File: config.mk
export PLATFORM = sky130hd
export DESIGN_NAME = id3v2_frame_parser
export DESIGN_NICKNAME = d
export VERILOG_FILES = /design/src/hw/rtl/id3_pkg.sv /design/src/hw/rtl/id3v2_frame_parser.sv
export VERILOG_INCLUDE_DIRS = /design/src /design/src/hw/rtl
export SDC_FILE = /design/constraint.sdc
export NUM_CORES = 1
export LEC_CHECK = 0
export BUFFER_PORTS_ARGS = -buffer_cell sky130_fd_sc_hd__buf_4
export CAP_MARGIN = 40
export CELL_PAD_IN_SITES_DETAIL_PLACEMENT = 1
export CELL_PAD_IN_SITES_GLOBAL_PLACEMENT = 2
export CORE_MARGIN = 1
export CORE_UTILIZATION = 32
export CTS_CLUSTER_SIZE = 16
export DETAILED_ROUTE_END_ITERATION = 6
export PLACE_DENSITY_LB_ADDON = 0.1
export RECOVER_POWER = 100
export SLEW_MARGIN = 20
export SYNTH_ARGS = -nofsm -noshare
export SYNTH_HDL_FRONTEND = slang
export SYNTH_SLANG_ARGS = --single-unit
File: constraint.sdc
create_clock -name clk_i -period 7.15 [get_ports clk_i]
set_input_delay 1.0725 -clock clk_i [delete_from_list [all_inputs] [get_ports clk_i]]
set_output_delay 1.0725 -clock clk_i [all_outputs]
set_load 0.1 [all_outputs]
File: src/hw/rtl/id3v2_frame_parser_macros.svh
// Assertion helpers for the ID3v2 frame parser.
`ifndef ID3V2_FRAME_PARSER_MACROS_SVH
`define ID3V2_FRAME_PARSER_MACROS_SVH

// Checked at every clock edge outside reset.
`define ID3_ASSERT(lbl, prop, msg) \
  lbl: assert property (@(posedge clk_i) disable iff (!rst_ni) (prop)) else $error(msg);

// Checked at every clock edge, reset included.
`define ID3_ASSERT_ALWAYS(lbl, prop, msg) \
  lbl: assert property (@(posedge clk_i) (prop)) else $error(msg);

`endif

File: src/hw/rtl/id3_pkg.sv
package id3_pkg;

  localparam logic [7:0]  VersionReset = 8'd3;
  localparam logic [6:0]  SyncsafeMask = 7'h7F;
  localparam int unsigned ExtFlagBit   = 6;
  localparam logic [3:0]  LastHdrByte  = 4'd9;   // frameHeaderSize - 1
  localparam logic [3:0]  LastIdByte   = 4'd3;
  localparam logic [3:0]  FirstSzByte  = 4'd4;
  localparam logic [3:0]  LastSzByte   = 4'd7;
  localparam logic [3:0]  VersionByte  = 4'd3;
  localparam logic [3:0]  FlagsByte    = 4'd5;
  localparam logic [3:0]  FirstTagSz   = 4'd6;

  localparam logic [31:0] IdTitle  = 32'h5449_5432;  // TIT2
  localparam logic [31:0] IdAlbum  = 32'h5441_4C42;  // TALB
  localparam logic [31:0] IdArtist = 32'h5450_4531;  // TPE1
  localparam logic [31:0] IdLength = 32'h544C_454E;  // TLEN
  localparam logic [31:0] IdYear   = 32'h5459_4552;  // TYER
  localparam logic [31:0] IdSize   = 32'h5453_495A;  // TSIZ

  typedef enum logic [2:0] {
    ST_PAYLOAD     = 3'd0,
    ST_BAD_MAGIC   = 3'd1,
    ST_BAD_VERSION = 3'd2,
    ST_TAG_DONE    = 3'd3,
    ST_TRUNCATED   = 3'd4
  } status_e;

  typedef enum logic [2:0] {
    FK_TITLE  = 3'd0,
    FK_ALBUM  = 3'd1,
    FK_ARTIST = 3'd2,
    FK_LENGTH = 3'd3,
    FK_YEAR   = 3'd4,
    FK_SIZE   = 3'd5,
    FK_OTHER  = 3'd6
  } frame_kind_e;

  typedef enum logic [6:0] {
    PH_HEADER   = 7'b000_0001,
    PH_EXT_LEN  = 7'b000_0010,
    PH_EXT_SKIP = 7'b000_0100,
    PH_FR_HDR   = 7'b000_1000,
    PH_FR_DATA  = 7'b001_0000,
    PH_PADDING  = 7'b010_0000,
    PH_DONE     = 7'b100_0000
  } phase_e;

  typedef struct packed {
    logic [7:0] file_byte;
    logic       start_of_file;
    logic       end_of_file;
  } in_item_t;

  typedef struct packed {
    status_e     status;
    frame_kind_e frame_kind;
    logic [7:0]  payload_byte;
    logic        frame_end;
  } out_item_t;

  // "ID3" magic, one byte per header position
  function automatic logic [7:0] magic_byte(input logic [1:0] pos);
    logic [7:0] val;
    case (pos)
      2'd0:    val = 8'h49;
      2'd1:    val = 8'h44;
      default: val = 8'h33;
    endcase
    return val;
  endfunction

  function automatic frame_kind_e kind_of(input logic [31:0] id);
    frame_kind_e k;
    case (id)
      IdTitle:  k = FK_TITLE;
      IdAlbum:  k = FK_ALBUM;
      IdArtist: k = FK_ARTIST;
      IdLength: k = FK_LENGTH;
      IdYear:   k = FK_YEAR;
      IdSize:   k = FK_SIZE;
      default:  k = FK_OTHER;
    endcase
    return k;
  endfunction

endpackage

File: src/hw/rtl/id3v2_frame_parser.sv
// ID3v2 tag frame parser.
// Input channel: one file byte per transaction (in_valid_i / in_stall_o), with
// start_of_file restarting the parser and end_of_file marking the last byte.
// Output channel: at most one result per input byte (out_valid_o / out_stall_i):
// a frame text byte with its frame kind and end-of-frame mark, or a status
// (bad magic, bad version, tag done, truncated). Header, extended header, frame
// headers, encoding bytes and padding produce no frame text byte.
// Config channel: cfg_valid_i / cfg_ready_o writes the accepted major version;
// ready is always high, write only while the parser is idle.
// Path: an accepted byte is held in the input register, then the parse state
// update writes its result into the output register.
// Throughput: one byte per cycle while the output is not stalled, set by the parse state update.
// Reset: parse state goes to the header phase, version register to 3, both
// pipeline registers empty. Without a start mark the first byte is a header byte.
// Stall: a held result blocks the parse step; the input register then fills and
// in_stall_o rises, so at most two bytes sit in the block while stalled.
`include "id3v2_frame_parser_macros.svh"

module id3v2_frame_parser (
  input  logic              clk_i,
  input  logic              rst_ni,
  input  logic              in_valid_i,
  output logic              in_stall_o,
  input  id3_pkg::in_item_t in_data_i,
  output logic              out_valid_o,
  input  logic              out_stall_i,
  output id3_pkg::out_item_t out_data_o,
  input  logic              cfg_valid_i,
  output logic              cfg_ready_o,
  input  logic [7:0]        cfg_accepted_version_i
);

  logic               in_vld_q;
  id3_pkg::in_item_t  in_item_q;
  logic               out_vld_q;
  id3_pkg::out_item_t out_item_q;
  logic [7:0]         version_q;

  id3_pkg::phase_e phase_q, phase_d;
  logic [3:0]      cnt_q, cnt_d;
  logic [27:0]     tag_left_q, tag_left_d;
  logic [31:0]     frame_left_q, frame_left_d;
  logic [31:0]     frame_id_q, frame_id_d;
  logic            ext_flag_q, ext_flag_d;
  logic [31:0]     skip_left_q, skip_left_d;

  logic               out_ready;
  logic               step;
  logic               res_vld;
  id3_pkg::out_item_t res;

  assign out_ready   = !out_vld_q || !out_stall_i;
  assign step        = in_vld_q && out_ready;
  assign in_stall_o  = in_vld_q && !out_ready;
  assign cfg_ready_o = 1'b1;
  assign out_valid_o = out_vld_q;
  assign out_data_o  = out_item_q;

  always_comb begin
    id3_pkg::phase_e ph;
    logic [3:0]  c;
    logic [27:0] tag;
    logic [27:0] tag_dec;
    logic [7:0]  b;
    logic        clean;

    b  = in_item_q.file_byte;
    ph = in_item_q.start_of_file ? id3_pkg::PH_HEADER : phase_q;
    c  = in_item_q.start_of_file ? 4'd0 : cnt_q;
    tag = in_item_q.start_of_file ? 28'd0 : tag_left_q;
    tag_dec = (tag != 28'd0) ? tag - 28'd1 : tag;

    phase_d      = ph;
    cnt_d        = c;
    tag_left_d   = tag;
    frame_left_d = in_item_q.start_of_file ? 32'd0 : frame_left_q;
    frame_id_d   = in_item_q.start_of_file ? 32'd0 : frame_id_q;
    ext_flag_d   = in_item_q.start_of_file ? 1'b0 : ext_flag_q;
    skip_left_d  = in_item_q.start_of_file ? 32'd0 : skip_left_q;

    res_vld          = 1'b0;
    res.status       = id3_pkg::ST_PAYLOAD;
    res.frame_kind   = id3_pkg::FK_TITLE;
    res.payload_byte = 8'd0;
    res.frame_end    = 1'b0;

    case (ph)
      id3_pkg::PH_HEADER: begin
        if (c < 4'd3 && b != id3_pkg::magic_byte(c[1:0])) begin
          res.status = id3_pkg::ST_BAD_MAGIC;
          res_vld    = 1'b1;
          phase_d    = id3_pkg::PH_DONE;
        end else if (c == id3_pkg::VersionByte && b != version_q) begin
          res.status = id3_pkg::ST_BAD_VERSION;
          res_vld    = 1'b1;
          phase_d    = id3_pkg::PH_DONE;
        end else begin
          if (c == id3_pkg::FlagsByte) begin
            ext_flag_d = b[id3_pkg::ExtFlagBit];
          end
          if (c == id3_pkg::FirstTagSz) begin
            tag_left_d = {21'd0, b[6:0] & id3_pkg::SyncsafeMask};
          end else if (c > id3_pkg::FirstTagSz) begin
            tag_left_d = {tag[20:0], b[6:0] & id3_pkg::SyncsafeMask};
          end
          if (c >= id3_pkg::LastHdrByte) begin
            cnt_d       = 4'd0;
            skip_left_d = 32'd0;
            phase_d     = ext_flag_d ? id3_pkg::PH_EXT_LEN : id3_pkg::PH_FR_HDR;
          end else begin
            cnt_d = c + 4'd1;
          end
        end
      end
      id3_pkg::PH_EXT_LEN: begin
        tag_left_d  = tag_dec;
        skip_left_d = {skip_left_d[23:0], b};
        if (c >= 4'd3) begin
          cnt_d   = 4'd0;
          phase_d = (skip_left_d != 32'd0) ? id3_pkg::PH_EXT_SKIP : id3_pkg::PH_FR_HDR;
        end else begin
          cnt_d = c + 4'd1;
        end
      end
      id3_pkg::PH_EXT_SKIP: begin
        tag_left_d = tag_dec;
        if (skip_left_d != 32'd0) begin
          skip_left_d = skip_left_d - 32'd1;
        end
        if (skip_left_d == 32'd0) begin
          cnt_d   = 4'd0;
          phase_d = id3_pkg::PH_FR_HDR;
        end
      end
      id3_pkg::PH_FR_HDR: begin
        if (c == 4'd0 && tag == 28'd0) begin
          res.status = id3_pkg::ST_TAG_DONE;
          res_vld    = 1'b1;
          phase_d    = id3_pkg::PH_DONE;
        end else begin
          tag_left_d = tag_dec;
          if (c == 4'd0) begin
            frame_id_d = {24'd0, b};
          end else if (c <= id3_pkg::LastIdByte) begin
            frame_id_d = {frame_id_d[23:0], b};
          end else if (c == id3_pkg::FirstSzByte) begin
            frame_left_d = {24'd0, b};
          end else if (c <= id3_pkg::LastSzByte) begin
            frame_left_d = {frame_left_d[23:0], b};
          end
          // an all-zero id opens padding
          if (c == id3_pkg::LastIdByte && frame_id_d == 32'd0) begin
            cnt_d   = 4'd0;
            phase_d = id3_pkg::PH_PADDING;
          end else if (c >= id3_pkg::LastHdrByte) begin
            cnt_d   = 4'd0;
            phase_d = (frame_left_d != 32'd0) ? id3_pkg::PH_FR_DATA : id3_pkg::PH_FR_HDR;
          end else begin
            cnt_d = c + 4'd1;
          end
        end
      end
      id3_pkg::PH_FR_DATA: begin
        tag_left_d = tag_dec;
        if (frame_left_d != 32'd0) begin
          frame_left_d = frame_left_d - 32'd1;
        end
        // drop the encoding byte, emit the rest
        if (c == 4'd0) begin
          cnt_d = 4'd1;
        end else begin
          res.frame_kind   = id3_pkg::kind_of(frame_id_d);
          res.payload_byte = b;
          res.frame_end    = (frame_left_d == 32'd0);
          res_vld          = 1'b1;
        end
        if (frame_left_d == 32'd0) begin
          cnt_d   = 4'd0;
          phase_d = id3_pkg::PH_FR_HDR;
        end
      end
      id3_pkg::PH_PADDING: begin
        if (tag == 28'd0) begin
          res.status = id3_pkg::ST_TAG_DONE;
          res_vld    = 1'b1;
          phase_d    = id3_pkg::PH_DONE;
        end else begin
          tag_left_d = tag_dec;
        end
      end
      default: begin
        phase_d = id3_pkg::PH_DONE;
      end
    endcase

    clean = (tag_left_d == 28'd0) &&
            ((phase_d == id3_pkg::PH_FR_HDR && cnt_d == 4'd0) ||
             phase_d == id3_pkg::PH_PADDING);
    if (in_item_q.end_of_file && phase_d != id3_pkg::PH_DONE &&
        (!res_vld || res.status == id3_pkg::ST_PAYLOAD) && !clean) begin
      res.status       = id3_pkg::ST_TRUNCATED;
      res.frame_kind   = id3_pkg::FK_TITLE;
      res.payload_byte = 8'd0;
      res.frame_end    = 1'b0;
      res_vld          = 1'b1;
      phase_d          = id3_pkg::PH_DONE;
    end
  end

  always_ff @(posedge clk_i or negedge rst_ni) begin
    if (!rst_ni) begin
      in_vld_q     <= 1'b0;
      out_vld_q    <= 1'b0;
      version_q    <= id3_pkg::VersionReset;
      phase_q      <= id3_pkg::PH_HEADER;
      cnt_q        <= 4'd0;
      tag_left_q   <= 28'd0;
      frame_left_q <= 32'd0;
      frame_id_q   <= 32'd0;
      ext_flag_q   <= 1'b0;
      skip_left_q  <= 32'd0;
    end else begin
      if (!in_stall_o) begin
        in_vld_q <= in_valid_i;
      end
      if (out_ready) begin
        out_vld_q <= step && res_vld;
      end
      if (cfg_valid_i && cfg_ready_o) begin
        version_q <= cfg_accepted_version_i;
      end
      if (step) begin
        phase_q      <= phase_d;
        cnt_q        <= cnt_d;
        tag_left_q   <= tag_left_d;
        frame_left_q <= frame_left_d;
        frame_id_q   <= frame_id_d;
        ext_flag_q   <= ext_flag_d;
        skip_left_q  <= skip_left_d;
      end
    end
  end

  // payload registers, no reset
  always_ff @(posedge clk_i) begin
    if (in_valid_i && !in_stall_o) begin
      in_item_q <= in_data_i;
    end
    if (step && res_vld) begin
      out_item_q <= res;
    end
  end

  `ID3_ASSERT(a_status_fields_zero, out_valid_o && out_data_o.status != id3_pkg::ST_PAYLOAD |-> out_data_o.payload_byte == 8'd0 && out_data_o.frame_end == 1'b0 && out_data_o.frame_kind == id3_pkg::FK_TITLE, "status result carries payload fields")
  `ID3_ASSERT(a_counter_range, cnt_q <= id3_pkg::LastHdrByte, "byte counter past header length")
  `ID3_ASSERT_ALWAYS(a_stall_cause, in_stall_o |-> out_vld_q && out_stall_i && in_vld_q, "input stalled without a held result")
  `ID3_ASSERT(a_status_to_done, step && res_vld && res.status != id3_pkg::ST_PAYLOAD |=> phase_q == id3_pkg::PH_DONE, "status result without entering done")

endmodule
* After elaboration in Yosys (flattened, before gate mapping)
Index checks and enable logic that the tools add are counted.
Storage, ports and cells: register bits after elaboration 171, input bits 23, output and inout port bits 18, word-level logic and storage cells 172
Cells by class: $add $sub $neg 4, magnitude comparators 6, equality and inequality tests 22, multiplexer cells 84, bitwise gates (word level) 1, reduce and logical (&&, ||, !) cells 38
Operators by type and width (count):
- two-way mux 32 bit | 23
- two-way mux 28 bit | 8
- == test 32 x 31 -> 1 bit, second input constant | 6
- nonzero test 32 bit | 4
- case mux 28 bit (4 select lines) | 1
- logical NOT 32 bit | 3
- case mux 32 bit (3 select lines) | 1
- two-way mux 7 bit | 12
- case mux 32 bit (2 select lines) | 1
- subtractor 32 x 1 -> 32 bit, second input constant | 2
- logical NOT 28 bit | 2
- two-way mux 4 bit | 12
- case mux 7 bit (6 select lines) | 1
- nonzero test 28 bit | 1
- subtractor 28 x 1 -> 28 bit, second input constant | 1
- case mux 4 bit (5 select lines) | 1
- case mux 3 bit (6 select lines) | 1
- inequality test 8 bit | 2
- == test 7 x 4 -> 1 bit, second input constant | 2
- == test 7 x 6 -> 1 bit, second input constant | 2
- two-way mux 1 bit | 14
- case mux 7 bit (2 select lines) | 1
- logical AND 1 bit | 13
- == test 4 x 3 -> 1 bit, second input constant | 3
- other kinds (26) | 38

* Depth between registers and ports, before layout
Gate-level depths: netlist of run 1.
depth after elaboration 22, depth in mapped cells 27, depth with buffers taken out 16

* Worst setup path after synthesis of run 1
No wires, ideal clock.
path type reg2reg, start register in_item_q[1] (netlist name), end register out_item_q (netlist bit out_data_o[0]), enable pin, setup time 314 ps, data arrival time 5262 ps, required time 6836 ps, setup slack 1574 ps, stages on the path, launching flop included 26, path buffers 10, clock period less this slack 5576 ps, cell sequence edfxtp_1 buf_4 buf_6 buf_6 buf_2 buf_2 buf_2 buf_2 buf_2 buf_1 nor2b_1 inv_1 ha_1 buf_1 and2_1 a41oi_1 nor2b_4 and4b_1 or3_1 or4_4 a2111oi_4 a21oi_2 o21a_1 o31a_1 a211oi_1 nor2_1
On the way: word-level cells in the longest chain between the ends 22, elaborated cells between the ends (all ways) 125, classes of those cells 4 x add/sub; 6 x order compare; 15 x eq/ne; 71 x mux; 29 x reduce/logical
Ends and longest elaborated chain:
- start, declared | line id3v2_frame_parser.sv:34 | id3_pkg::in_item_t in_item_q;
- start signal, assigned | line id3v2_frame_parser.sv:247 | in_item_q <= in_data_i;
- two-way mux 4 bit | line id3v2_frame_parser.sv:69 | c = in_item_q.start_of_file ? 4'd0 : cnt_q;
- less-or-equal comparator 4 x 3 -> 1 bit | line id3v2_frame_parser.sv:148 | end else if (c <= id3_pkg::LastSzByte) begin
- two-way mux 32 bit | line id3v2_frame_parser.sv:148
- two-way mux 32 bit | line id3v2_frame_parser.sv:146 | end else if (c == id3_pkg::FirstSzByte) begin
- two-way mux 32 bit | line id3v2_frame_parser.sv:144 | end else if (c <= id3_pkg::LastIdByte) begin
- two-way mux 32 bit | line id3v2_frame_parser.sv:142 | if (c == 4'd0) begin
- two-way mux 32 bit | line id3v2_frame_parser.sv:136 | if (c == 4'd0 && tag == 28'd0) begin
- two-way mux 32 bit | line id3v2_frame_parser.sv:87 | case (ph)
- (+6 left out)
- == test 7 x 4 -> 1 bit | line id3v2_frame_parser.sv:197 | ((phase_d == id3_pkg::PH_FR_HDR && cnt_d == 4'd0) ||
- logical AND 1 bit | line id3v2_frame_parser.sv:197
- logical OR 1 bit | line id3v2_frame_parser.sv:197
- logical AND 1 bit | line id3v2_frame_parser.sv:196 | clean = (tag_left_d == 28'd0) &&
- logical NOT 1 bit | line id3v2_frame_parser.sv:200 | (!res_vld || res.status == id3_pkg::ST_PAYLOAD) && !clean) begin
- logical AND 1 bit | line id3v2_frame_parser.sv:200
- two-way mux 1 bit * | line id3v2_frame_parser.sv:199 | if (in_item_q.end_of_file && phase_d != id3_pkg::PH_DONE &&
- logical AND 1 bit * | line id3v2_frame_parser.sv:249 | if (step && res_vld) begin
- end signal, assigned | line id3v2_frame_parser.sv:250 | out_item_q <= res;
- end, declared | line id3v2_frame_parser.sv:36 | id3_pkg::out_item_t out_item_q;
Every way passes the cells marked *; elsewhere a longest branch is shown, timed or not. The select of a mux whose other input is x is not followed. A chain may end at the register's enable or synchronous reset.

* Worst setup path in the final report of run 1
start register cnt_q[1], end register out_item_q (netlist bit out_data_o[5]), enable pin
On the way: word-level cells in the longest chain between the ends 22, elaborated cells between the ends (all ways) 90, classes of those cells 1 x add/sub; 6 x order compare; 9 x eq/ne; 53 x mux; 21 x reduce/logical
Ends and longest elaborated chain:
- start, declared | line id3v2_frame_parser.sv:40 | logic [3:0] cnt_q, cnt_d;
- start signal, assigned | line id3v2_frame_parser.sv:234 | cnt_q <= cnt_d;
- two-way mux 4 bit * | line id3v2_frame_parser.sv:69
- less-or-equal comparator 4 x 3 -> 1 bit | line id3v2_frame_parser.sv:148
- two-way mux 32 bit | line id3v2_frame_parser.sv:148
- two-way mux 32 bit | line id3v2_frame_parser.sv:146
- two-way mux 32 bit | line id3v2_frame_parser.sv:144
- two-way mux 32 bit | line id3v2_frame_parser.sv:142
- two-way mux 32 bit | line id3v2_frame_parser.sv:136
- two-way mux 32 bit | line id3v2_frame_parser.sv:87
- (+6 left out)
- == test 7 x 4 -> 1 bit | line id3v2_frame_parser.sv:197
- logical AND 1 bit | line id3v2_frame_parser.sv:197
- logical OR 1 bit | line id3v2_frame_parser.sv:197
- logical AND 1 bit | line id3v2_frame_parser.sv:196
- logical NOT 1 bit | line id3v2_frame_parser.sv:200
- logical AND 1 bit | line id3v2_frame_parser.sv:200
- two-way mux 1 bit * | line id3v2_frame_parser.sv:199
- logical AND 1 bit * | line id3v2_frame_parser.sv:249
Marked as above.

==> results of run 1 <==
## cells by family after synthesis
logic type | after synthesis | share of synthesized area, %
AOI/OAI and AO/OA | 619 | 29.6
xor gates and xnor gates | 20 | 1.26
adders and majority gates | 9 | 0.789
buffers and inverters | 191 | 5.85
DFF | 171 | 31.6
muxes | 17 | 1.30
other | 1 | 0.0269
and+or+nand+nor | 751 | 29.6
## path summary, 6_finish.rpt
| kind | cells after the start | endpoint | start |
|---|---|---|---|
| hold reg to reg | 1 | ext_flag_q | ext_flag_q |
| setup / recovery | 14 | out_data_o[5] | cnt_q[1] |
| max in group asynchronous | 3 | frame_left_q[16] | rst_ni |
| hold / removal | 1 | ext_flag_q | ext_flag_q |
| setup reg to reg | 14 | out_data_o[5] | cnt_q[1] |
| min in group asynchronous | 1 | frame_left_q[31] | rst_ni |
## synth_stat cells (all sizes together) (8+ instances only)
library cell	number	area (sq um)
a211oi	12	95.1
a21o	10	75.1
a21oi	141	717
a22o	52	455
a22oi	36	270
a311oi	8	70.1
a31oi	26	163
a41oi	11	96.3
and2	19	120
and3	29	188
buf	53	294
clkbuf	113	428
dfrtp	143	3580
edfxtp	25	751
ha	8	100
inv	25	93.8
mux2	9	101
mux2i	8	80.1
nand2	202	758
nand2b	14	87.6
nand3	48	253
nand3b	15	113
nand4	21	131
nor2	143	539
nor2b	22	145
nor3	62	338
nor3b	13	97.6
nor4	75	611
nor4bb	8	80.1
o211ai	13	116
o21ai	167	840
o21bai	9	67.6
o221ai	9	78.8
o22ai	19	119
o311a	8	80.1
o31ai	20	164
or2	8	50.1
or3	17	116
or4	16	124
or4b	14	144
xnor2	8	70.1
xor2	12	105
## layer usage
layer | part of all wire [%] | global-route usage [%] | wire length, um
met5 | 0.021 | 0 | 13
met1 | 46 | 39.0 | 28100
met2 | 46 | 44.1 | 28400
met4 | 2.6 | 9.67 | 1590
met3 | 5.7 | 5.49 | 3530
## critical path: stages, from the launching register on
cell,delay (ps)
sky130_fd_sc_hd__dfrtp_1,490
sky130_fd_sc_hd__nand2b_1,220
sky130_fd_sc_hd__ha_1,860
sky130_fd_sc_hd__nand3_1,330
sky130_fd_sc_hd__nor4_1,720
sky130_fd_sc_hd__o21ai_0,660
sky130_fd_sc_hd__a221oi_2,400
sky130_fd_sc_hd__a211oi_1,110
sky130_fd_sc_hd__nor4b_1,310
sky130_fd_sc_hd__nand4_1,180
sky130_fd_sc_hd__nor4_1,750
sky130_fd_sc_hd__nor2_1,220
sky130_fd_sc_hd__a211oi_1,310
sky130_fd_sc_hd__nor2_1,200
sky130_fd_sc_hd__buf_4,280
## sequential cells by signal, summed over array words and instances (netlist names), 4 cells and up
name and flops:
cnt_q 4, out_data_o 15, tag_left_q 28, in_item_q 10
phase_q 7, version_q 8, frame_left_q 32, frame_id_q 32
skip_left_q 32
## through the flow
step,instances,hold WS (ps)
floorplan,1779,464
global placement,2275,476
detailed placement,2282,489
CTS,2314,474
global route,2316,539
finish,2316,503
## cell type report
| class | count | area, sq um | area share [%] |
|---|---|---|---|
| clock inverters | 12 | 129 | 0.855 |
| well taps | 585 | 732 | 4.85 |
| multi-input cells | 1417 | 8750 | 58.0 |
| inverters | 25 | 93.8 | 0.622 |
| repair buffers | 86 | 524 | 3.48 |
| clock buffers | 20 | 447 | 2.96 |
| flip-flops and latches | 171 | 4410 | 29.2 |
## power by group through the flow
stage,logic [uW],clock network (uW),registers [uW]
after floorplan,104,0,1050
after global placement,201,0,1040
after detailed placement,206,0,1040
after CTS,207,1010,1020
after global routing,210,1050,1020
final,194,980,1020
## layout by cell type, fill, tap and decap left out, types with 15 or more instances in the layout
cell | netlist | final
sky130_fd_sc_hd__and3_1 | 24 | 24
sky130_fd_sc_hd__dfrtp_1 | 143 | 143
sky130_fd_sc_hd__nor3_1 | 59 | 59
sky130_fd_sc_hd__nor2_1 | 142 | 142
sky130_fd_sc_hd__a31oi_1 | 26 | 25
sky130_fd_sc_hd__nand3_1 | 47 | 47
sky130_fd_sc_hd__a21oi_1 | 138 | 138
sky130_fd_sc_hd__or3_1 | 15 | 15
sky130_fd_sc_hd__nand4_1 | 21 | 21
sky130_fd_sc_hd__clkbuf_16 | 0 | 17
sky130_fd_sc_hd__a22o_1 | 52 | 52
sky130_fd_sc_hd__or4_1 | 15 | 15
sky130_fd_sc_hd__edfxtp_1 | 25 | 25
sky130_fd_sc_hd__nand3b_1 | 15 | 15
sky130_fd_sc_hd__inv_1 | 25 | 25
sky130_fd_sc_hd__nor4_1 | 65 | 64
sky130_fd_sc_hd__o31ai_1 | 19 | 19
sky130_fd_sc_hd__buf_4 | 4 | 42
sky130_fd_sc_hd__nand2_1 | 202 | 201
sky130_fd_sc_hd__nor2b_1 | 21 | 21
sky130_fd_sc_hd__o21ai_0 | 163 | 166
sky130_fd_sc_hd__a22oi_1 | 36 | 36
sky130_fd_sc_hd__clkbuf_1 | 110 | 33
sky130_fd_sc_hd__o22ai_1 | 19 | 19
==> impl_results.rst, run 1 <==
.. list-table::
   :header-rows: 1

   * - Metric
     - Value
   * - Run status
     - complete, but fails checks
   * - Violations in the final reports
     - capacitance limit, slew limit
   * - Antenna viol nets, final
     - 0
   * - Seq pwr share
     - 46.6%
   * - IR Drop Worst-Case VDD
     - 0.131 mV
   * - Number of flops mapped to enable cells by yosys
     - 25
   * - Start-to-end type of the worst setup path
     - reg -> reg
   * - H-tree depth reported by CTS
     - 4
   * - YS warnings
     - 0
   * - Resized Gates After CTS
     - 0
   * - Initial DRT Pass Iterations
     - 5
   * - Async S/R FF share, synth
     - 85.4%
   * - Layout fillers
     - 5207
   * - Routed wirelength normalized by instance count
     - 26.6 um
   * - Post-route DRC violation count
     - 0
   * - Post-CTS Setup Bufs
     - 0
   * - Number of clock sinks seen by CTS
     - 171
   * - Height of the chip
     - 211 um
   * - Worst Setup Slack post-DPL
     - 1380 ps
   * - IO Pins
     - 41
   * - Switching part of the total
     - 30.1%
   * - Cell Area, Synth
     - 13900 sq um
   * - Die area
     - 44400 sq um
   * - RSZ-0062 raised after global routing
     - no
   * - Deepest clock path buffer count
     - 2
   * - Post-layout util
     - 35.0%
   * - Final Max Tran Viols
     - 153
   * - Synthesis-to-layout area growth
     - 8.12%
   * - Worst path setup slack after routing
     - 856 ps
   * - Maximum number of pins on one net before global-route repair
     - 70
   * - FMAX
     - 0.159 GHz
   * - Final Power
     - 2200 uW
   * - HPWL Detailed
     - 43600 um
   * - Vias post-DR
     - 14600
   * - Register-to-register setup slack
     - 860 ps
   * - Number of diodes added for antenna fixing
     - 0
   * - NetSw
     - 661 uW
   * - Global-route wire length before repair
     - 94900 um
   * - Number of hold buffers added after CTS
     - 0
   * - Sum of negative setup slack
     - 0 ps
   * - Die extent in x
     - 211 um
   * - Cell area after placement
     - 14700 sq um
   * - Final Hold Vio Count
     - 0
   * - Post-synthesis instance total
     - 1779
   * - Post-detailed-route via-to-cell ratio
     - 6.30
   * - Starting Density
     - 32.4%
   * - Vias in the first global route
     - 14700
   * - Total of buffers placed on input and output ports
     - 39
   * - Critical Path Sink Type
     - flop
   * - Fin area
     - 15100 sq um
   * - Routability-driven placement congestion ratio
     - 0.937
   * - Total GRT Usage
     - 28.3%
   * - Num rows
     - 76
   * - Worst Max-Slew Pin Slew
     - 2890 ps
   * - Clock root buffer
     - sky130_fd_sc_hd__clkbuf_16
   * - Required @ worst endpoint
     - 7410 ps
   * - Number of buffers added by the clock tree synthesis step
     - 17
   * - Net Count, Synth
     - 1810
   * - PD cells
     - 146 nW/um^2
   * - CTS tree
     - done
   * - Sequential element share of the synthesized area
     - 31.6%
   * - Leading register cell type out of synthesis
     - sky130_fd_sc_hd__dfrtp_1
   * - Fraction of layout cells with a size suffix above 1
     - 9.47%
   * - Clk pwr share
     - 44.6%
   * - Internal Power
     - 1540 uW
   * - Worst skew pair latency
     - 510 ps
   * - Final worst path period need
     - 6290 ps
   * - Worst Clk Skew
     - 20.9 ps
   * - Worst slew slack as a fraction of its limit
     - -92.6%
   * - Clock-pin slew on the worst setup and hold paths
     - 80 ps
   * - Wirelength, routed
     - 61600 um
   * - Highest fanout seen on the critical path
     - 22
   * - Final cycle utilization of the critical path
     - 88.0%
   * - Initial antenna violation count
     - 1
   * - Syn_area_per_cell
     - 7.84 sq um
   * - Total of endpoints with negative setup slack in the final report
     - 0
   * - Overall overflow remaining after global route
     - 0
   * - Maximum Capacitance Violations
     - 4
   * - Crit path DAT
     - 6560 ps
   * - Net total in the final layout
     - 1749
   * - Leak Pwr
     - 0.00576 uW
   * - Comb power frac
     - 8.9%
   * - Synth cell types
     - 105
   * - Starting DRT DRC Count
     - 1384
   * - Core area
     - 43100 sq um
   * - Type of the worst min-delay path
     - reg -> reg
   * - CP Launch Type
     - flop
   * - Synth Register Bits
     - 171
No activity file was read; power rests on OpenSTA's default activity.
==> run 2, diff against run 1 <==
--- a/config.mk
+++ b/config.mk
@@ -9,7 +9,7 @@
 export BUFFER_PORTS_ARGS = -buffer_cell sky130_fd_sc_hd__buf_4
 export CAP_MARGIN = 40
 export CELL_PAD_IN_SITES_DETAIL_PLACEMENT = 1
-export CELL_PAD_IN_SITES_GLOBAL_PLACEMENT = 2
+export CELL_PAD_IN_SITES_GLOBAL_PLACEMENT = 1
 export CORE_MARGIN = 1
 export CORE_UTILIZATION = 32
 export CTS_CLUSTER_SIZE = 16
==> impl_results.rst, run 2 (synthesis results as in run 1) <==
.. list-table::
   :header-rows: 1

   * - Metric
     - Value
   * - Global Route met1 Usage
     - 39.7% (+0.69 points)
   * - Routed wirelength normalized by instance count
     - 26.4 um (-0.73%)
   * - Top flop regs
     - frame_id_q x32, frame_left_q x32, skip_left_q x32
   * - Die area
     - 44400 sq um (unchanged)
   * - Starting Density
     - 32.4% (unchanged)
   * - Met3 global-route usage
     - 3.63% (-1.9 points)
   * - Sum of negative setup slack
     - 0 ps (unchanged)
   * - Worst Clk Skew
     - 12.3 ps (-8.63 ps)
   * - Count of cells along the worst register-to-register path
     - 15 (+1)
   * - Overall overflow remaining after global route
     - 0 (unchanged)
   * - IR Drop Worst-Case VDD
     - 0.147 mV (+12%)
   * - CTS tree
     - done
   * - Die extent in x
     - 211 um (unchanged)
   * - Startpoint of the worst setup timing path
     - in_item_q[1]
   * - Total GRT Usage
     - 27.9% (-0.40 points)
   * - Worst Max-Slew Pin Slew
     - 4170 ps (+1280 ps)
   * - Num rows
     - 76 (unchanged)
   * - Final worst path period need
     - 6280 ps (-18.8 ps)
   * - Number of diodes added for antenna fixing
     - 0 (unchanged)
   * - Worst slew slack as a fraction of its limit
     - -178% (-85 points)
   * - Worst skew pair latency
     - 480 ps (-30 ps)
   * - Initial DRT Pass Iterations
     - 5 (unchanged)
   * - Net total in the final layout
     - 1752 (+0.17%)
   * - Synthesis-to-layout area growth
     - 8.82%
   * - Post-CTS Setup Bufs
     - 0 (unchanged)
   * - Routability-driven placement congestion ratio
     - 0.941 (+0.44%)
   * - PD cells
     - 150 nW/um^2 (+2.7%)
   * - Post-detailed-route via-to-cell ratio
     - 6.34 (+0.53%)
   * - CP Launch Type
     - flop
   * - Resized Gates After CTS
     - 0 (unchanged)
   * - Maximum number of pins on one net before global-route repair
     - 92 (+31%)
   * - Number of clock sinks seen by CTS
     - 171 (unchanged)
   * - Final cycle utilization of the critical path
     - 87.8% (-0.26 points)
   * - Violations in the final reports
     - capacitance limit, slew limit
   * - Clock-pin slew on the worst setup and hold paths
     - 80 ps (about the same)
   * - Critical R2R Capture
     - out_data_o[10]
   * - Deepest clock path buffer count
     - 2 (unchanged)
   * - Run status
     - complete, but fails checks
   * - Fraction of layout cells with a size suffix above 1
     - 9.92% (+0.44 points)
   * - Final Max Tran Viols
     - 112 (-27%)
   * - FMAX
     - 0.159 GHz (+0.30%)
   * - Most frequent cells in the layout
     - sky130_fd_sc_hd__nand2_1 (201), sky130_fd_sc_hd__o21ai_0 (164), sky130_fd_sc_hd__dfrtp_1 (143)
   * - Vias post-DR
     - 14700 (+0.66%)
   * - Met2 capacity usage during global routing
     - 44.3% (+0.14 points)
   * - End point of the critical path
     - out_data_o[10]
   * - Sequence of cells on the critical path
     - inv_1 -> nand2_1 -> ha_1 -> buf_4 -> or4b_2 -> a21oi_1 -> or4_1 -> or4b_4 -> o31ai_1 -> nor2_1 -> a311o_1 -> a21oi_1 -> o31a_1 -> a211oi_1 -> nor2_1
   * - Vias in the first global route
     - 14800 (+1.3%)
   * - Post-route DRC violation count
     - 0 (unchanged)
   * - Worst hold path cell count
     - 1 (unchanged)
   * - Start-to-end type of the worst setup path
     - reg -> reg
   * - Max incr delay on CP
     - 940 ps (+80 ps)
   * - Global-route layer with the greatest usage
     - met2
   * - Antenna viol nets, final
     - 0 (unchanged)
   * - RSZ-0062 raised after global routing
     - no
   * - H-tree depth reported by CTS
     - 4 (unchanged)
   * - Leak Pwr
     - 0.00581 uW (+0.86%)
   * - Global-route wire length before repair
     - 95100 um (+0.19%)
   * - HPWL Detailed
     - 43100 um (-1.0%)
   * - Highest-delay cell along the critical path
     - sky130_fd_sc_hd__nor2_1
   * - Total of buffers placed on input and output ports
     - 39 (unchanged)
   * - Most common cell after layout, fill and taps aside
     - sky130_fd_sc_hd__nand2_1
   * - Number of hold buffers added after CTS
     - 0 (unchanged)
   * - Crit path DAT
     - 6370 ps (-190 ps)
   * - Type of the worst min-delay path
     - reg -> reg
   * - Total of endpoints with negative setup slack in the final report
     - 0 (unchanged)
   * - Wirelength, routed
     - 61200 um (-0.60%)
   * - Final Hold Vio Count
     - 0 (unchanged)
   * - Height of the chip
     - 211 um (unchanged)
   * - Critical Path Sink Type
     - flop
   * - Number of buffers added by the clock tree synthesis step
     - 17 (unchanged)
   * - Register-to-register setup slack
     - 870 ps (+20 ps)
   * - Worst Hold Margin
     - 504 ps (+0.121 ps)
   * - Highest fanout seen on the critical path
     - 32 (+45%)
   * - Maximum Capacitance Violations
     - 2 (-2)
   * - Initial antenna violation count
     - 2 (+1)
   * - Starting DRT DRC Count
     - 1317 (-4.8%)
   * - Required @ worst endpoint
     - 7240 ps (-170 ps)
   * - Launching point of the worst reg2reg path
     - in_item_q[1]
   * - Core area
     - 43100 sq um (unchanged)
   * - IO Pins
     - 41 (unchanged)
   * - Clock root buffer
     - sky130_fd_sc_hd__clkbuf_16
run 2: changes by cell type in the layout (fill, tap and decap cells not counted), sizes merged:
cell / delta
clkdlybuf4s15: +1
bufinv: +2
clkbuf: -4
buf: +3
clkinvlp: +1
clkinv: -3
inv: +3
run 2: final cells by class:
type                       instances  area, sq um
fill                            5134        27900
inverter                          25         93.8
multi-input combinational       1417         8740
tap                              585          732
sequential                       171         4410
clock buffer                      17          425
clock inverter                    15          198
timing repair buffer              89          583
run 2: per-stage QoR:
step	cell area, sq um	util (%)	setup slack [ps]	instances	power (uW)
2_1_floorplan	13900	-	1570	1779	1150
6_report	15200	35.2	875	2319	2270
3_3_place_gp	14600	33.9	1390	2275	1250
3_5_place_dp	14700	34.2	1400	2285	1250
4_1_cts	15400	35.7	1380	2317	2310
5_1_grt	15200	35.2	583	2319	2350
run 2: routing by layer:
metal  routed length (um)  vias to the layer above  part of all wire (%)
met5                    0                        -                     0
li1                     -                     6644                     -
met1                28900                     7491                    47
met4                 1270                        0                   2.1
met3                 3080                       89                   5.0
met2                28000                      470                    46
run 2: critical path, delay by kind of cell (launching register included):
family / cells / cell delay (ps)
and+or+nand+nor: 6 / 2560
buffers and inverters: 2 / 570
DFF: 1 / 850
adders and majority gates: 1 / 330
AOI/OAI and AO/OA: 6 / 1570
run 2: worst min path at each step:
stage | startpoint | to | slack (ps)
floorplan | frame_id_q[27] | frame_id_q[27] | 460
global placement | ext_flag_q | ext_flag_q | 480
detailed placement | ext_flag_q | ext_flag_q | 490
CTS | rst_ni | frame_left_q[30] | 400
global route | frame_id_q[27] | frame_id_q[27] | 530
finish | ext_flag_q | ext_flag_q | 500
run 2: where the power goes:
group	internal, uW	total (uW)	switching, uW
registers	1000	1020	24.2
logic	36.6	194	157
clock network	564	1050	488
total	1600	2270	670
==> run 3, diff against run 2 <==
--- a/config.mk
+++ b/config.mk
@@ -16,6 +16,7 @@
 export DETAILED_ROUTE_END_ITERATION = 6
 export PLACE_DENSITY_LB_ADDON = 0.1
 export RECOVER_POWER = 100
+export REMOVE_ABC_BUFFERS = 1
 export SLEW_MARGIN = 20
 export SYNTH_ARGS = -nofsm -noshare
 export SYNTH_HDL_FRONTEND = slang
==> constraint.sdc (replaced) <==
create_clock -name clk_i -period 7.7 [get_ports clk_i]
set_input_delay 1.155 -clock clk_i [delete_from_list [all_inputs] [get_ports clk_i]]
set_output_delay 1.155 -clock clk_i [all_outputs]
set_load 0.1 [all_outputs]
==> impl_results.rst, run 3 (synthesis results as in run 1) <==
.. list-table::
   :header-rows: 1

   * - Metric
     - Value
   * - Run status
     - complete, but fails checks
   * - Violations in the final reports
     - capacitance limit, slew limit
   * - Type of the worst min-delay path
     - reg -> reg
   * - Deepest clock path buffer count
     - 2 (unchanged)
   * - Total GRT Usage
     - 28.0% (+0.094 points)
   * - Highest-delay cell along the critical path
     - sky130_fd_sc_hd__nor3_1
   * - CTS tree
     - done
   * - Critical Path Sink Type
     - flop
   * - Clock-pin slew on the worst setup and hold paths
     - 80 ps (about the same)
   * - Wirelength, routed
     - 60900 um (-0.59%)
   * - Seq pwr share
     - 45.2% (about the same)
   * - Combined flip-flop and latch cell area
     - 4410 sq um (unchanged)
   * - Routed wirelength normalized by instance count
     - 26.3 um (-0.41%)
   * - Final cycle utilization of the critical path
     - 85.2% (-2.6 points)
   * - Worst Hold Path EP
     - frame_id_q[27]
   * - Die extent in x
     - 211 um (unchanged)
   * - Height of the chip
     - 211 um (unchanged)
   * - Comb power frac
     - 8.7% (+0.2 points)
   * - Net total in the final layout
     - 1747 (-0.29%)
   * - Initial antenna violation count
     - 0 (-2)
   * - Vias post-DR
     - 14700 (+0.054%)
   * - FMAX
     - 0.152 GHz (-4.4%)
   * - Starting DRT DRC Count
     - 1269 (-3.6%)
   * - Post-detailed-route via-to-cell ratio
     - 6.35 (+0.23%)
   * - RSZ-0062 raised after global routing
     - no
   * - Number of hold buffers added after CTS
     - 0 (unchanged)
   * - Most frequent cells in the layout
     - sky130_fd_sc_hd__nand2_1 (201), sky130_fd_sc_hd__o21ai_0 (165), sky130_fd_sc_hd__dfrtp_1 (143)
   * - Total of endpoints with negative setup slack in the final report
     - 0 (unchanged)
   * - Met3 global-route usage
     - 4.52% (+0.89 points)
   * - Total of buffers placed on input and output ports
     - 39 (unchanged)
   * - Family with the most delay on the worst path
     - simple AND/OR/NAND/NOR gates
   * - Starting Density
     - 32.4% (unchanged)
   * - Final Max Tran Viols
     - 159 (+42%)
   * - Origin of the worst min-delay path
     - frame_id_q[27]
   * - Number of buffers added by the clock tree synthesis step
     - 17 (unchanged)
   * - Global-route layer with the greatest usage
     - met2
   * - Num rows
     - 76 (unchanged)
   * - Area of the multi-input gates
     - 8740 sq um (about the same)
   * - Internal Power
     - 1460 uW (-8.7%)
   * - Most common cell after layout, fill and taps aside
     - sky130_fd_sc_hd__nand2_1
   * - PD cells
     - 139 nW/um^2 (-7.4%)
   * - Layout fillers
     - 5242 (+2.1%)
   * - Resized Gates After CTS
     - 0 (unchanged)
   * - NetSw
     - 635 uW (-5.1%)
   * - Routability-driven placement congestion ratio
     - 0.930 (-1.2%)
   * - Synthesis-to-layout area growth
     - 8.48%
   * - Overall overflow remaining after global route
     - 0 (unchanged)
   * - Maximum Capacitance Violations
     - 5 (+3)
   * - Post-route DRC violation count
     - 0 (unchanged)
   * - Clk pwr share
     - 46.1% (-0.2 points)
   * - Global-route wire length before repair
     - 94100 um (-1.0%)
   * - Post-CTS Setup Bufs
     - 0 (unchanged)
   * - Critical R2R Capture
     - out_data_o[9]
   * - Worst hold path cell count
     - 1 (unchanged)
   * - Start-to-end type of the worst setup path
     - reg -> reg
   * - Worst slew slack as a fraction of its limit
     - -168% (+9.9 points)
   * - Vias in the first global route
     - 14600 (-1.4%)
   * - Final Hold Vio Count
     - 0 (unchanged)
   * - Final Power
     - 2100 uW (-7.7%)
   * - Leak Pwr
     - 0.00577 uW (-0.75%)
   * - Launching point of the worst reg2reg path
     - in_item_q[1]
   * - Antenna viol nets, final
     - 0 (unchanged)
   * - Sequence of cells on the critical path
     - buf_12 -> nor3_1 -> nand3_1 -> o211ai_1 -> clkbuf_1 -> nor2_1 -> nor2_1 -> a211oi_1 -> nor4b_1 -> nand4_1 -> nor4_1 -> nor2_1 -> a211oi_1 -> nor2_2
   * - IR Drop Worst-Case VDD
     - 0.140 mV (-5.4%)
   * - CP Launch Type
     - flop
   * - Die area
     - 44400 sq um (unchanged)
   * - Worst Clk Skew
     - 14.2 ps (+1.93 ps)
   * - Worst path buffer plus inverter count
     - 2 (unchanged)
   * - Clock root buffer
     - sky130_fd_sc_hd__clkbuf_16
   * - Global Route met1 Usage
     - 39.0% (-0.67 points)
   * - Highest fanout seen on the critical path
     - 140 (+340%)
   * - Maximum number of pins on one net before global-route repair
     - 141 (+53%)
   * - HPWL Detailed
     - 42800 um (-0.84%)
   * - Worst Hold Margin
     - 507 ps (+3.78 ps)
   * - Met2 capacity usage during global routing
     - 43.2% (-1.0 points)
   * - Count of cells along the worst register-to-register path
     - 14 (-1)
   * - Register-to-register setup slack
     - 1140 ps (+260 ps)
   * - Final worst path period need
     - 6560 ps (+286 ps)
   * - Most repeated library cell on the critical path
     - sky130_fd_sc_hd__nor2_1
   * - H-tree depth reported by CTS
     - 4 (unchanged)
   * - Worst skew pair latency
     - 510 ps (+30 ps)
   * - Crit path DAT
     - 6750 ps (+380 ps)
   * - Switching part of the total
     - 30.3% (+0.81 points)
   * - IO Pins
     - 41 (unchanged)
   * - Core area
     - 43100 sq um (unchanged)
   * - Top flop regs
     - frame_id_q x32, frame_left_q x32, skip_left_q x32
   * - Required @ worst endpoint
     - 7890 ps (+650 ps)
   * - Max incr delay on CP
     - 890 ps (-50 ps)
   * - Initial DRT Pass Iterations
     - 5 (unchanged)
   * - Worst Max-Slew Pin Slew
     - 4020 ps (-148 ps)
   * - Fraction of layout cells with a size suffix above 1
     - 9.54% (-0.38 points)
   * - Number of clock sinks seen by CTS
     - 171 (unchanged)
-- run 3: how the worst max path moves through the flow --
stage                          from             end  cells past startpoint
finish                 in_item_q[1]   out_data_o[9]                     14
global route        skip_left_q[21]   out_data_o[0]                     13
CTS                    in_item_q[1]   out_data_o[0]                     13
detailed placement     in_item_q[1]  out_data_o[14]                     13
global placement       in_item_q[1]   out_data_o[9]                     13
floorplan              in_item_q[1]   out_data_o[0]                     15
-- run 3: through the flow --
stage | TNS, ps | setup slack [ps] | cells | instance area, sq um | utilization [%]
6_report | 0 | 1140 | 2315 | 15100 | 35.1
5_1_grt | 0 | 811 | 2314 | 15100 | 35.1
4_1_cts | 0 | 1850 | 2310 | 15300 | 35.5
3_5_place_dp | 0 | 1890 | 2278 | 14700 | 34.1
3_3_place_gp | 0 | 1900 | 2272 | 14600 | 33.9
2_1_floorplan | -120420 | -2290 | 1613 | 13200 | -
-- run 3: cell type report --
class / instances / share of cell area (%)
clock buffer: 18 / 2.84
clock inverter: 14 / 1.31
sequential: 171 / 29.1
multi-input combinational: 1417 / 57.8
antenna: 1 / 0.0165
tap: 585 / 4.84
timing repair buffer: 84 / 3.46
inverter: 25 / 0.620
-- run 3: power groups by stage --
stage | sequential (uW) | combinational [uW] | clock (uW)
after floorplan | 989 | 66.1 | 0
after global placement | 966 | 188 | 0
after detailed placement | 966 | 193 | 0
after CTS | 947 | 194 | 997
after global routing | 949 | 198 | 1030
final | 947 | 183 | 966
-- run 3: per-layer routing --
| metal | share of wire [%] | routed length [um] |
|---|---|---|
| met2 | 45 | 27600 |
| met4 | 3.2 | 1940 |
| met5 | 0 | 0 |
| met1 | 46 | 28000 |
| met3 | 5.5 | 3340 |
-- run 3: worst register-to-register path, cell delays in order, from the launching register on --
cell	delay [ps]
sky130_fd_sc_hd__edfxtp_1	480
sky130_fd_sc_hd__buf_12	260
sky130_fd_sc_hd__nor3_1	1030
sky130_fd_sc_hd__nand3_1	490
sky130_fd_sc_hd__o211ai_1	450
sky130_fd_sc_hd__clkbuf_1	580
sky130_fd_sc_hd__nor2_1	140
sky130_fd_sc_hd__nor2_1	460
sky130_fd_sc_hd__a211oi_1	210
sky130_fd_sc_hd__nor4b_1	320
sky130_fd_sc_hd__nand4_1	210
sky130_fd_sc_hd__nor4_1	770
sky130_fd_sc_hd__nor2_1	230
sky130_fd_sc_hd__a211oi_1	360
sky130_fd_sc_hd__nor2_2	240
